**config.mk**
```make
export PLATFORM = sky130hd
export DESIGN_NAME = utf8_script_ratio_classifier_core
export DESIGN_NICKNAME = d
export VERILOG_FILES = /design/src/hdl/usrc_pkg.sv /design/src/hdl/usrc_front.sv /design/src/hdl/usrc_fifo.sv /design/src/hdl/usrc_back.sv /design/src/hdl/utf8_script_ratio_classifier_core.sv
export SDC_FILE = /design/constraint.sdc
export NUM_CORES = 1
export LEC_CHECK = 0
export BUFFER_PORTS_ARGS = -buffer_cell sky130_fd_sc_hd__buf_2
export CAP_MARGIN = 10
export CORE_ASPECT_RATIO = 1.1
export CORE_MARGIN = 4
export CORE_UTILIZATION = 50
export CTS_BUF_LIST = sky130_fd_sc_hd__clkbuf_4
export DETAILED_ROUTE_END_ITERATION = 8
export PLACE_DENSITY = 0.7
export SKIP_CTS_REPAIR_TIMING = 1
export SLEW_MARGIN = 30
export SYNTH_ARGS = -nofsm -noshare
export SYNTH_HDL_FRONTEND = slang
export SYNTH_SLANG_ARGS = --single-unit
```
**constraint.sdc**
```tcl
create_clock -name aclk -period 5.6 [get_ports aclk]
set_input_delay 0.28 -clock aclk [delete_from_list [all_inputs] [get_ports aclk]]
set_output_delay 0.28 -clock aclk [all_outputs]
set_load 0.05 [all_outputs]
```
**src/hdl/usrc_pkg.sv**
```systemverilog
// Shared types and constants for the UTF-8 script ratio classifier.
// Used by the front decoder, the event queue, the back tally unit and the top level.
`default_nettype none

package usrc_pkg;

    localparam int TALLY_WIDTH_DEF = 16;
    localparam int LIMIT_WIDTH     = 7;
    localparam int OUT_WIDTH       = 16;
    localparam int QUEUE_DEPTH     = 4;
    localparam int MIN_TOTAL       = 10;
    localparam int PERCENT         = 100;

    localparam logic [LIMIT_WIDTH-1:0] LIMIT_RESET = 7'd50;

    // events passed from the decoder to the tally unit
    typedef enum logic [1:0] {
        EV_LATIN   = 2'd0,
        EV_FOREIGN = 2'd1,
        EV_TERM    = 2'd2
    } ev_t;

    typedef struct packed {
        logic empty;
        logic full;
    } q_status_t;

endpackage

`default_nettype wire

```
**src/hdl/usrc_front.sv**
```systemverilog
// Front part: accepts text bytes, decodes UTF-8 and classifies each character.
// Pushes one event per counted character or terminator; uses usrc_pkg.
`default_nettype none

module usrc_front (
    input  wire logic          aclk,
    input  wire logic          aresetn,
    input  wire logic          byte_valid,
    input  wire logic [7:0]    byte_data,
    input  wire logic          q_full,
    output logic               byte_ready,
    output logic               ev_push,
    output usrc_pkg::ev_t      ev_code
);

    logic [1:0]  pending_reg, pending_next;
    logic [20:0] partial_reg, partial_next;
    logic [20:0] cp;
    logic        take;
    logic        alnum;
    logic        foreign_cp;
    logic        latin_cp;

    function automatic logic in_range(input logic [20:0] v, input logic [20:0] lo,
                                      input logic [20:0] hi);
        in_range = (v >= lo) && (v <= hi);
    endfunction

    assign byte_ready = !q_full;
    assign take       = byte_valid && byte_ready;
    assign cp         = {partial_reg[14:0], byte_data[5:0]};

    assign alnum = (byte_data >= 8'h41 && byte_data <= 8'h5A) ||
                   (byte_data >= 8'h61 && byte_data <= 8'h7A) ||
                   (byte_data >= 8'h30 && byte_data <= 8'h39);

    // Arabic, Cyrillic, CJK, Kana, Hangul, Thai, Hebrew, Devanagari, Tamil
    assign foreign_cp = in_range(cp, 21'h00600, 21'h006FF) ||
                        in_range(cp, 21'h00400, 21'h004FF) ||
                        in_range(cp, 21'h04E00, 21'h09FFF) ||
                        in_range(cp, 21'h03040, 21'h030FF) ||
                        in_range(cp, 21'h0AC00, 21'h0D7A3) ||
                        in_range(cp, 21'h00E00, 21'h00E7F) ||
                        in_range(cp, 21'h00590, 21'h005FF) ||
                        in_range(cp, 21'h00900, 21'h0097F) ||
                        in_range(cp, 21'h00B80, 21'h00BFF);
    assign latin_cp = in_range(cp, 21'h000C0, 21'h0024F);

    always_comb begin
        pending_next = pending_reg;
        partial_next = partial_reg;
        ev_push      = 1'b0;
        ev_code      = usrc_pkg::EV_LATIN;
        if (take) begin
            if (byte_data == 8'h00) begin
                // terminator drops any partial sequence
                pending_next = 2'd0;
                partial_next = '0;
                ev_push      = 1'b1;
                ev_code      = usrc_pkg::EV_TERM;
            end else if (pending_reg != 2'd0) begin
                pending_next = pending_reg - 2'd1;
                partial_next = cp;
                if (pending_reg == 2'd1) begin
                    partial_next = '0;
                    if (foreign_cp) begin
                        ev_push = 1'b1;
                        ev_code = usrc_pkg::EV_FOREIGN;
                    end else if (latin_cp) begin
                        ev_push = 1'b1;
                        ev_code = usrc_pkg::EV_LATIN;
                    end
                end
            end else if (!byte_data[7]) begin
                ev_push = alnum;
                ev_code = usrc_pkg::EV_LATIN;
            end else if (byte_data[7:5] == 3'b110) begin
                partial_next = {16'd0, byte_data[4:0]};
                pending_next = 2'd1;
            end else if (byte_data[7:4] == 4'b1110) begin
                partial_next = {17'd0, byte_data[3:0]};
                pending_next = 2'd2;
            end else if (byte_data[7:3] == 5'b11110) begin
                partial_next = {18'd0, byte_data[2:0]};
                pending_next = 2'd3;
            end
        end
    end

    always_ff @(posedge aclk) begin
        if (!aresetn) begin
            pending_reg <= 2'd0;
            partial_reg <= '0;
        end else begin
            pending_reg <= pending_next;
            partial_reg <= partial_next;
        end
    end

endmodule

`default_nettype wire

```
**src/hdl/usrc_fifo.sv**
```systemverilog
// Short event queue between the decoder and the tally unit.
// Register-array FIFO of usrc_pkg::ev_t codes, depth from usrc_pkg.
`default_nettype none

module usrc_fifo (
    input  wire logic                aclk,
    input  wire logic                aresetn,
    input  wire logic                push,
    input  wire usrc_pkg::ev_t       push_code,
    input  wire logic                pop,
    output usrc_pkg::ev_t            pop_code,
    output usrc_pkg::q_status_t      status
);

    localparam int PtrW = $clog2(usrc_pkg::QUEUE_DEPTH);

    usrc_pkg::ev_t mem [usrc_pkg::QUEUE_DEPTH];

    logic [PtrW-1:0] wr_ptr_reg, wr_ptr_next;
    logic [PtrW-1:0] rd_ptr_reg, rd_ptr_next;
    logic [PtrW:0]   count_reg, count_next;
    logic            do_push, do_pop;

    assign status.empty = (count_reg == '0);
    assign status.full  = (count_reg == (PtrW+1)'(usrc_pkg::QUEUE_DEPTH));
    assign do_push      = push && !status.full;
    assign do_pop       = pop && !status.empty;
    assign pop_code     = mem[rd_ptr_reg];

    always_comb begin
        wr_ptr_next = do_push ? wr_ptr_reg + 1'b1 : wr_ptr_reg;
        rd_ptr_next = do_pop  ? rd_ptr_reg + 1'b1 : rd_ptr_reg;
        count_next  = count_reg;
        if (do_push && !do_pop) begin
            count_next = count_reg + 1'b1;
        end else if (do_pop && !do_push) begin
            count_next = count_reg - 1'b1;
        end
    end

    always_ff @(posedge aclk) begin
        if (do_push) begin
            mem[wr_ptr_reg] <= push_code;
        end
    end

    always_ff @(posedge aclk) begin
        if (!aresetn) begin
            wr_ptr_reg <= '0;
            rd_ptr_reg <= '0;
            count_reg  <= '0;
        end else begin
            wr_ptr_reg <= wr_ptr_next;
            rd_ptr_reg <= rd_ptr_next;
            count_reg  <= count_next;
        end
    end

endmodule

`default_nettype wire

```
**src/hdl/usrc_back.sv**
```systemverilog
// Back part: tallies events, checks the foreign ratio at a terminator, holds the result.
// Ratio test without division: floor(f*100/t) > L  <=>  f*100 >= (L+1)*t. Uses usrc_pkg.
`default_nettype none

module usrc_back #(
    parameter int TALLY_WIDTH = usrc_pkg::TALLY_WIDTH_DEF
) (
    input  wire logic                               aclk,
    input  wire logic                               aresetn,
    input  wire logic [usrc_pkg::LIMIT_WIDTH-1:0]   limit,
    input  wire usrc_pkg::ev_t                      ev_code,
    input  wire usrc_pkg::q_status_t                q_status,
    output logic                                    ev_pop,
    output logic                                    res_valid,
    input  wire logic                               res_ready,
    output logic                                    res_is_foreign,
    output logic                                    res_too_short,
    output logic [usrc_pkg::OUT_WIDTH-1:0]          res_foreign_total,
    output logic [usrc_pkg::OUT_WIDTH-1:0]          res_latin_total
);

    localparam int TotW = TALLY_WIDTH + 1;
    localparam int ProdW = TALLY_WIDTH + 9;
    localparam int SatW = (TALLY_WIDTH > usrc_pkg::OUT_WIDTH) ? TALLY_WIDTH
                                                              : usrc_pkg::OUT_WIDTH;

    typedef enum logic [1:0] {
        ST_RUN,
        ST_MUL,
        ST_CMP
    } state_t;

    state_t                        state_reg;
    logic [TALLY_WIDTH-1:0]        foreign_reg, latin_reg;
    logic [ProdW-1:0]              prod_f_reg, prod_t_reg;
    logic                          short_reg;
    logic                          out_valid_reg;
    logic                          out_foreign_reg, out_short_reg;
    logic [usrc_pkg::OUT_WIDTH-1:0] out_ftot_reg, out_ltot_reg;
    logic [TotW-1:0]               total;
    logic                          slot_free;

    function automatic logic [usrc_pkg::OUT_WIDTH-1:0] sat_out(
        input logic [TALLY_WIDTH-1:0] v);
        logic [SatW-1:0] ext;
        ext = SatW'(v);
        if (ext > SatW'({usrc_pkg::OUT_WIDTH{1'b1}})) begin
            sat_out = '1;
        end else begin
            sat_out = ext[usrc_pkg::OUT_WIDTH-1:0];
        end
    endfunction

    assign total     = TotW'(foreign_reg) + TotW'(latin_reg);
    assign slot_free = !out_valid_reg || res_ready;
    assign ev_pop    = (state_reg == ST_RUN) && !q_status.empty;

    assign res_valid         = out_valid_reg;
    assign res_is_foreign    = out_foreign_reg;
    assign res_too_short     = out_short_reg;
    assign res_foreign_total = out_ftot_reg;
    assign res_latin_total   = out_ltot_reg;

    always_ff @(posedge aclk) begin
        if (!aresetn) begin
            state_reg     <= ST_RUN;
            foreign_reg   <= '0;
            latin_reg     <= '0;
            out_valid_reg <= 1'b0;
        end else begin
            // in ST_CMP a freed slot is refilled below
            if (out_valid_reg && res_ready && (state_reg != ST_CMP)) begin
                out_valid_reg <= 1'b0;
            end
            case (state_reg)
                ST_RUN: begin
                    if (ev_pop) begin
                        case (ev_code)
                            usrc_pkg::EV_LATIN: begin
                                if (latin_reg != '1) latin_reg <= latin_reg + 1'b1;
                            end
                            usrc_pkg::EV_FOREIGN: begin
                                if (foreign_reg != '1) foreign_reg <= foreign_reg + 1'b1;
                            end
                            usrc_pkg::EV_TERM: begin
                                state_reg <= ST_MUL;
                            end
                            default: begin
                            end
                        endcase
                    end
                end
                ST_MUL: begin
                    prod_f_reg <= ProdW'(foreign_reg) * ProdW'(usrc_pkg::PERCENT);
                    prod_t_reg <= ProdW'({1'b0, limit} + 8'd1) * ProdW'(total);
                    short_reg  <= (total < TotW'(usrc_pkg::MIN_TOTAL));
                    state_reg  <= ST_CMP;
                end
                ST_CMP: begin
                    // wait until the output register is free
                    if (slot_free) begin
                        out_valid_reg   <= 1'b1;
                        out_short_reg   <= short_reg;
                        out_foreign_reg <= !short_reg && (prod_f_reg >= prod_t_reg);
                        out_ftot_reg    <= sat_out(foreign_reg);
                        out_ltot_reg    <= sat_out(latin_reg);
                        foreign_reg     <= '0;
                        latin_reg       <= '0;
                        state_reg       <= ST_RUN;
                    end
                end
                default: begin
                    state_reg <= ST_RUN;
                end
            endcase
        end
    end

endmodule

`default_nettype wire

```
**src/hdl/utf8_script_ratio_classifier_core.sv**
```systemverilog
// UTF-8 script ratio classifier: top level with the limit register.
// Instantiates usrc_front, usrc_fifo and usrc_back; uses usrc_pkg.
//
// Usage: stream a zero-terminated UTF-8 string one byte per request on the
// s_ channel. Each zero byte produces one result request on the m_ channel
// carrying the foreign and Latin tallies and the is_foreign / too_short flags.
// Throughput: one byte per cycle while the event queue has room. The decoder
// hands events to the tally unit through a four-entry queue.
// Path: a terminator accepted into the queue is popped by the tally unit, then
// passes the product stage and the compare stage before m_tvalid rises; the tally
// unit pops no events meanwhile, during which the queue absorbs bytes.
// The result sits in an output register; while the receiver stalls, counting
// of the next string continues and only the next terminator waits for it.
// Reset (aresetn low, synchronous) clears the decoder, queue and tallies and
// sets the limit to 50. The user writes the limit through cfg_valid/cfg_data
// only while the block is idle, which it does not enforce; cfg_ready is always high.
`default_nettype none

module utf8_script_ratio_classifier_core #(
    parameter int TALLY_WIDTH = usrc_pkg::TALLY_WIDTH_DEF
) (
    input  wire logic        aclk,
    input  wire logic        aresetn,
    input  wire logic        s_tvalid,
    output logic             s_tready,
    input  wire logic [7:0]  s_tdata,   // [7:0] text_byte
    output logic             m_tvalid,
    input  wire logic        m_tready,
    output logic [39:0]      m_tdata,   // [0] is_foreign, [1] too_short,
                                        // [17:2] foreign_total, [33:18] latin_total, zero pad
    input  wire logic        cfg_valid,
    output logic             cfg_ready,
    input  wire logic [6:0]  cfg_data   // [6:0] foreign_percent_limit
);

    logic [usrc_pkg::LIMIT_WIDTH-1:0] limit_reg;
    logic                             ev_push, ev_pop;
    usrc_pkg::ev_t                    push_code, pop_code;
    usrc_pkg::q_status_t              q_status;
    logic                             is_foreign, too_short;
    logic [usrc_pkg::OUT_WIDTH-1:0]   foreign_total, latin_total;

    assign cfg_ready = 1'b1;

    always_ff @(posedge aclk) begin
        if (!aresetn) begin
            limit_reg <= usrc_pkg::LIMIT_RESET;
        end else if (cfg_valid && cfg_ready) begin
            limit_reg <= cfg_data;
        end
    end

    usrc_front u_front (
        .aclk       (aclk),
        .aresetn    (aresetn),
        .byte_valid (s_tvalid),
        .byte_data  (s_tdata),
        .q_full     (q_status.full),
        .byte_ready (s_tready),
        .ev_push    (ev_push),
        .ev_code    (push_code)
    );

    usrc_fifo u_fifo (
        .aclk      (aclk),
        .aresetn   (aresetn),
        .push      (ev_push),
        .push_code (push_code),
        .pop       (ev_pop),
        .pop_code  (pop_code),
        .status    (q_status)
    );

    usrc_back #(
        .TALLY_WIDTH (TALLY_WIDTH)
    ) u_back (
        .aclk              (aclk),
        .aresetn           (aresetn),
        .limit             (limit_reg),
        .ev_code           (pop_code),
        .q_status          (q_status),
        .ev_pop            (ev_pop),
        .res_valid         (m_tvalid),
        .res_ready         (m_tready),
        .res_is_foreign    (is_foreign),
        .res_too_short     (too_short),
        .res_foreign_total (foreign_total),
        .res_latin_total   (latin_total)
    );

    assign m_tdata = {6'd0, latin_total, foreign_total, too_short, is_foreign};

endmodule

`default_nettype wire

```
Word-level counts from Yosys, hierarchy flattened
Memories as Yosys holds them, arrays and structs flattened. A register that Yosys moved wholly into a read port is not among the register bits.
Cells that the tools add are included.
- register bits: 147
- memory bits (writable): 8
- input port bits: 20
- output and inout bits: 43
- word-level logic and storage cells: 179
- memories: 1
- add/sub/neg operators: 9
- multiply operators: 2
- order comparisons: 30
- eq/ne operators: 19
- mux-type cells: 47
- reductions and logical operators: 54
- memory list (memory ; depth ; bits a word ; read ports ; clocked after Yosys merged registers in ; wr ports ; RTL line ; source):
    u_fifo.mem ; 4 ; 2 ; 1 ; 1 ; 1 ; usrc_fifo.sv:17 ; usrc_pkg::ev_t mem [usrc_pkg::QUEUE_DEPTH];
- operator list (operator ; count):
    2-to-1 mux 16 bit ; 7
    2-to-1 mux 15 bit ; 7
    one-hot mux 16 bit (2 select lines) ; 2
    >= comparator 21 x 11 -> 1 bit (second input constant) ; 3
    >= comparator 21 x 12 -> 1 bit (second input constant) ; 3
    <= comparator 21 x 11 -> 1 bit (second input constant) ; 3
    <= comparator 21 x 12 -> 1 bit (second input constant) ; 3
    <= comparator 21 x 16 -> 1 bit (second input constant) ; 2
    adder 16 x 1 -> 16 bit (second input constant) ; 2
    > comparator 16 bit (second input constant) ; 2
    inequality test 16 bit (second input constant) ; 2
    2-to-1 mux 2 bit ; 15
    >= comparator 23 x 25 -> 1 bit ; 1
    multiplier 25 x 17 -> 25 bit ; 1
    logical AND 1 bit ; 22
    >= comparator 21 x 14 -> 1 bit (second input constant) ; 1
    >= comparator 21 x 15 -> 1 bit (second input constant) ; 1
    >= comparator 21 x 16 -> 1 bit (second input constant) ; 1
    >= comparator 21 x 8 -> 1 bit (second input constant) ; 1
    <= comparator 21 x 10 -> 1 bit (second input constant) ; 1
    <= comparator 21 x 14 -> 1 bit (second input constant) ; 1
    multiplier 16 x 5 -> 21 bit (second input constant) ; 1
    adder 16 x 16 -> 17 bit ; 1
    less-than comparator 17 x 4 -> 1 bit (second input constant) ; 1
    30 further kinds ; 77

Logic depth before layout (Yosys ltp)
- depth in word-level cells: 20
- gate-level depth with buffers: 26
- gate-level depth less buffers: 25

By module
From an unflattened synthesis, not the netlist that was laid out.
- cells, all modules: 1383
- area total of the unflattened synthesis: 13280.2 sq um
- by module, submodules not included (module ; times used ; cells an instance ; area an instance (sq um) ; sequential area each (sq um)):
    usrc_back ; 1 ; 1125 ; 10931.7 ; 3133.0
    usrc_front ; 1 ; 167 ; 1241.2 ; 340.3
    usrc_fifo ; 1 ; 58 ; 774.5 ; 420.4
    utf8_script_ratio_classifier_core ; 1 ; 33 ; 332.8 ; 140.1

Least setup slack after synthesis
Ideal clock, no wire load.
- path kind: register to register
- from: register u_back.latin_reg[0]
- to: register u_back.prod_t_reg[23] (data pin)
- setup time: 262 ps
- arrival time: 5866 ps
- data required time: 5338 ps
- path slack: -529 ps
- cell stages (with the launch flop): 26
- path buffers: 0
- period minus slack after synthesis: 6129 ps
- cells stage by stage: dfxtp_1 ha_1 fa_1 a21o_1 a21oi_2 o21bai_1 a21oi_1 xor2_1 nor2_1 fa_1 inv_1 fa_1 inv_1 fa_1 inv_1 fa_1 inv_1 ha_1 nor3_1 nor2_1 o41a_1 o2111ai_2 a31oi_1 a221oi_1 a21oi_1 xor2_1
- word-level cells in the longest chain between the ends: 2
- RTL lines (item ; RTL line ; source):
    start, declared ; usrc_back.sv:34 ; logic [TALLY_WIDTH-1:0] foreign_reg, latin_reg;
    start signal, assigned ; usrc_back.sv:80 ; if (latin_reg != '1) latin_reg <= latin_reg + 1'b1;
    adder 16 x 16 -> 17 bit ; usrc_back.sv:54 ; assign total = TotW'(foreign_reg) + TotW'(latin_reg);
    multiplier 25 x 17 -> 25 bit ; usrc_back.sv:95 ; prod_t_reg <= ProdW'({1'b0, limit} + 8'd1) * ProdW'(total);
    end signal, assigned ; usrc_back.sv:95 ;
    end, declared ; usrc_back.sv:35 ; logic [ProdW-1:0] prod_f_reg, prod_t_reg;
No other way between the ends.
A chain may end at the register's enable or synchronous reset.

Final worst setup path
- from: register u_back.latin_reg[5]
- to: register u_back.prod_t_reg[22] (data pin)
The elaborated chain is that of the path after synthesis.

==> reports/metrics.cfg <==
[status]
status = finished, violations left
failed_checks = setup timing

[worst_hold_path]
hp-class = primary input to flip-flop
whs_path_depth = 3
hp-start = s_tdata[2]

[run]
drv_cap = 0

[detailed_routing]
firstDrtPassIters = 5
wirelength_um = 31200
drc = 0
drt_iter0_drc = 513
vias = 10350
detail-route-antenna-nets = 0
wl_per_cell_um = 15.84
viasPerCell = 5.252

[cts]
htree_levels = 4
cts_buffers = 17
path_clk_slew_ps = 160
worstSkewPairLatency_ps = 620
cts.sinks = 157
cts_root_buf = clkbuf_4
cts_tree = yes
cts_buffer_depth = 2

[setup_path]
path_max_fanout = 6
worstSetupPathDepth = 22
cp-end-kind = flip-flop
slowest_delay_ps = 550
cp.required_ps = 5980
r2r_cells = 22
crit_slowest_cell = fa_1
cp.arrival_ps = 6330
critPathLaunch = u_back.latin_reg[5]
path_class = flip-flop to flip-flop
crit_family = adder cells
path_cells = ha_1, or3_1, o21a_2, buf_4, a41o_1, a211oi_4, xor2_2, nor2_1, fa_1, fa_1, fa_1, inv_1, fa_1, inv_2, ha_4, a21o_1, a21oi_4, o21a_1, a31oi_4, a41oi_2, nor2b_4, xnor2_1
cpMostUsedCell = fa_1
r2r-start = u_back.latin_reg[5]
worstSetupStartpointType = flip-flop
cp.buffers_inverters = 3

[layout]
stdcell_area_mm2 = 0.01577
final_common_cell = inv_1
nFillCells = 2207
largest_reg_flops = 25
area_growth_syn_to_layout_pct = 18.93
nNetsFinal = 1869
finalNonFillerCells = 1970
multiInputGateArea_mm2 = 0.008691
drive_gt1_share_pct = 20.96
layout_common_cells = 197 x inv_1, 156 x nor2_1, 150 x buf_4
register_area_mm2 = 0.004049

[yosys]
seq_area_frac_synth_pct = 30.43
ys_seq_elements = 157
syn_area_mm2 = 0.01326
ys_async_sr_fraction_pct = 0
synthCells = 1407
yosysWarnings = 0
synth-edff-count = 89
synth_flop_cell = edfxtp_1
synth.distinct_cells = 72
avgSynthCellArea_um2 = 9.422

[pwr]
swShare_pct = 34.36
power.leakage_uw = 0.007412
p_clk_share_pct = 25.4
ir_drop_v = 0.0002328
pwr-share-comb_pct = 23.6
p_switching_uw = 903.0
seq_power_share_pct = 51.0
p_int_uw = 1725
powerDensity_mw_per_mm2 = 166.7

[placed_design]
gp_congestion = 0.9168
dp_hpwl_um = 25000
dp.cells = 1919
io_buffer_count = 55
post_dp_cell_area_mm2 = 0.01513

[sta]
totalNegativeSetupSlack_ps = -2165
hold_slack_ps = 1.080
hold_viol_final = 0
fin_skew_ps = 25.98
fin_crit_ps = 5950
slew_headroom_pct = 44.27
finalSetupViolCount = 10
grt_setup_unrepaired = yes
max_freq_mhz = 168.1
drv_slew = 0
worst_pin_slew_ps = 836.0
fin_crit_sh_pct = 106.3
timing.final.ws_setup_ps = -350.2

[floorplanning]
io_pins = 63
die_area_mm2 = 0.02919
die_w_um = 163.3
die-height_um = 178.8
initial_core_util_pct = 50.71
rows = 62
core_mm2 = 0.02614

[global_route]
track_usage_pct = 22.16
grt_pass1_wl_um = 51670
grt-ovfl-total = 0
grt_max_degree = 48
antenna_found_initial = 1
grt_pass1_vias = 10450

-- power by group through the flow --
stage / clock network, µW / registers, µW / logic [µW]
2_1_floorplan: 0 / 1370 / 432
3_3_place_gp: 0 / 1360 / 595
3_5_place_dp: 0 / 1370 / 613
4_1_cts: 697 / 1340 / 617
5_1_grt: 738 / 1350 / 704
6_report: 669 / 1340 / 619
-- layout make-up --
type	instances	area share (%)
flip-flops and latches	157	25.68
repair buffers	219	9.912
well taps	352	2.793
multi-input cells	1006	55.12
clock buffers	18	0.8571
diodes	1	0.01587
inverters	203	4.833
clock inverters	14	0.7857
-- synth_stat cells, types with 11 or more instances --
library cell / number / area (µm²)
nand2_1: 81 / 304.0
nand2b_1: 30 / 187.7
or2_2: 17 / 106.4
edfxtp_1: 89 / 2673
dfxtp_1: 68 / 1361
clkbuf_1: 35 / 131.4
and3_1: 18 / 112.6
inv_1: 203 / 762.0
ha_1: 142 / 1777
a21oi_1: 70 / 350.3
o21ai_0: 21 / 105.1
nor2_1: 162 / 608.1
nand3_1: 46 / 230.2
nand4_1: 12 / 75.07
xor2_1: 23 / 201.4
nor2b_1: 23 / 143.9
nor3_1: 37 / 185.2
o21a_1: 11 / 82.58
fa_1: 103 / 2062
xnor2_1: 56 / 490.5
a21o_1: 20 / 150.1
-- cells by family after synthesis --
kind of cell / after synthesis / synth area share [%]
flip-flops: 157 / 30.43
AND/OR/NAND/NOR: 465 / 16.92
adder cells (fa/ha/maj): 245 / 28.96
XOR/XNOR: 80 / 5.342
multiplexers: 11 / 1.019
AO/OA/AOI/OAI: 198 / 9.948
buffers and inverters: 249 / 7.324
other: 2 / 0.05665
-- routing by layer --
metal | share of wire, % | GRT usage, % | vias to the layer above
met2 | 49 | 37.66 | 275
met5 | 0 | 0 | -
li1 | - | - | 5103
met1 | 43 | 28.10 | 4919
met4 | 2.2 | 6.641 | 0
met3 | 6.4 | 5.496 | 50
-- worst min-delay path: stages --
cell,delay (ps)
buf_2,130
nand3_1,90
a21oi_1,70
-- metrics by stage --
| step | total power (µW) | worst slack [ps] | utilization, % |
|---|---|---|---|
| after floorplan | 1800 | -166.5 | - |
| after global placement | 1959 | -314.3 | 57.87 |
| after detailed placement | 1980 | -397.1 | 57.88 |
| after CTS | 2656 | -427.2 | 58.87 |
| after global routing | 2792 | -564.2 | 60.31 |
| final | 2628 | -350.2 | 60.31 |
-- worst paths after layout --
path	to	slack, ps
hold reg to reg	u_front.partial_reg[11]	460
setup reg to reg	u_back.prod_t_reg[22]	-350
hold / removal	u_front.partial_reg[2]	1
setup / recovery	u_back.prod_t_reg[22]	-350
(Power assumes the default switching activity.)
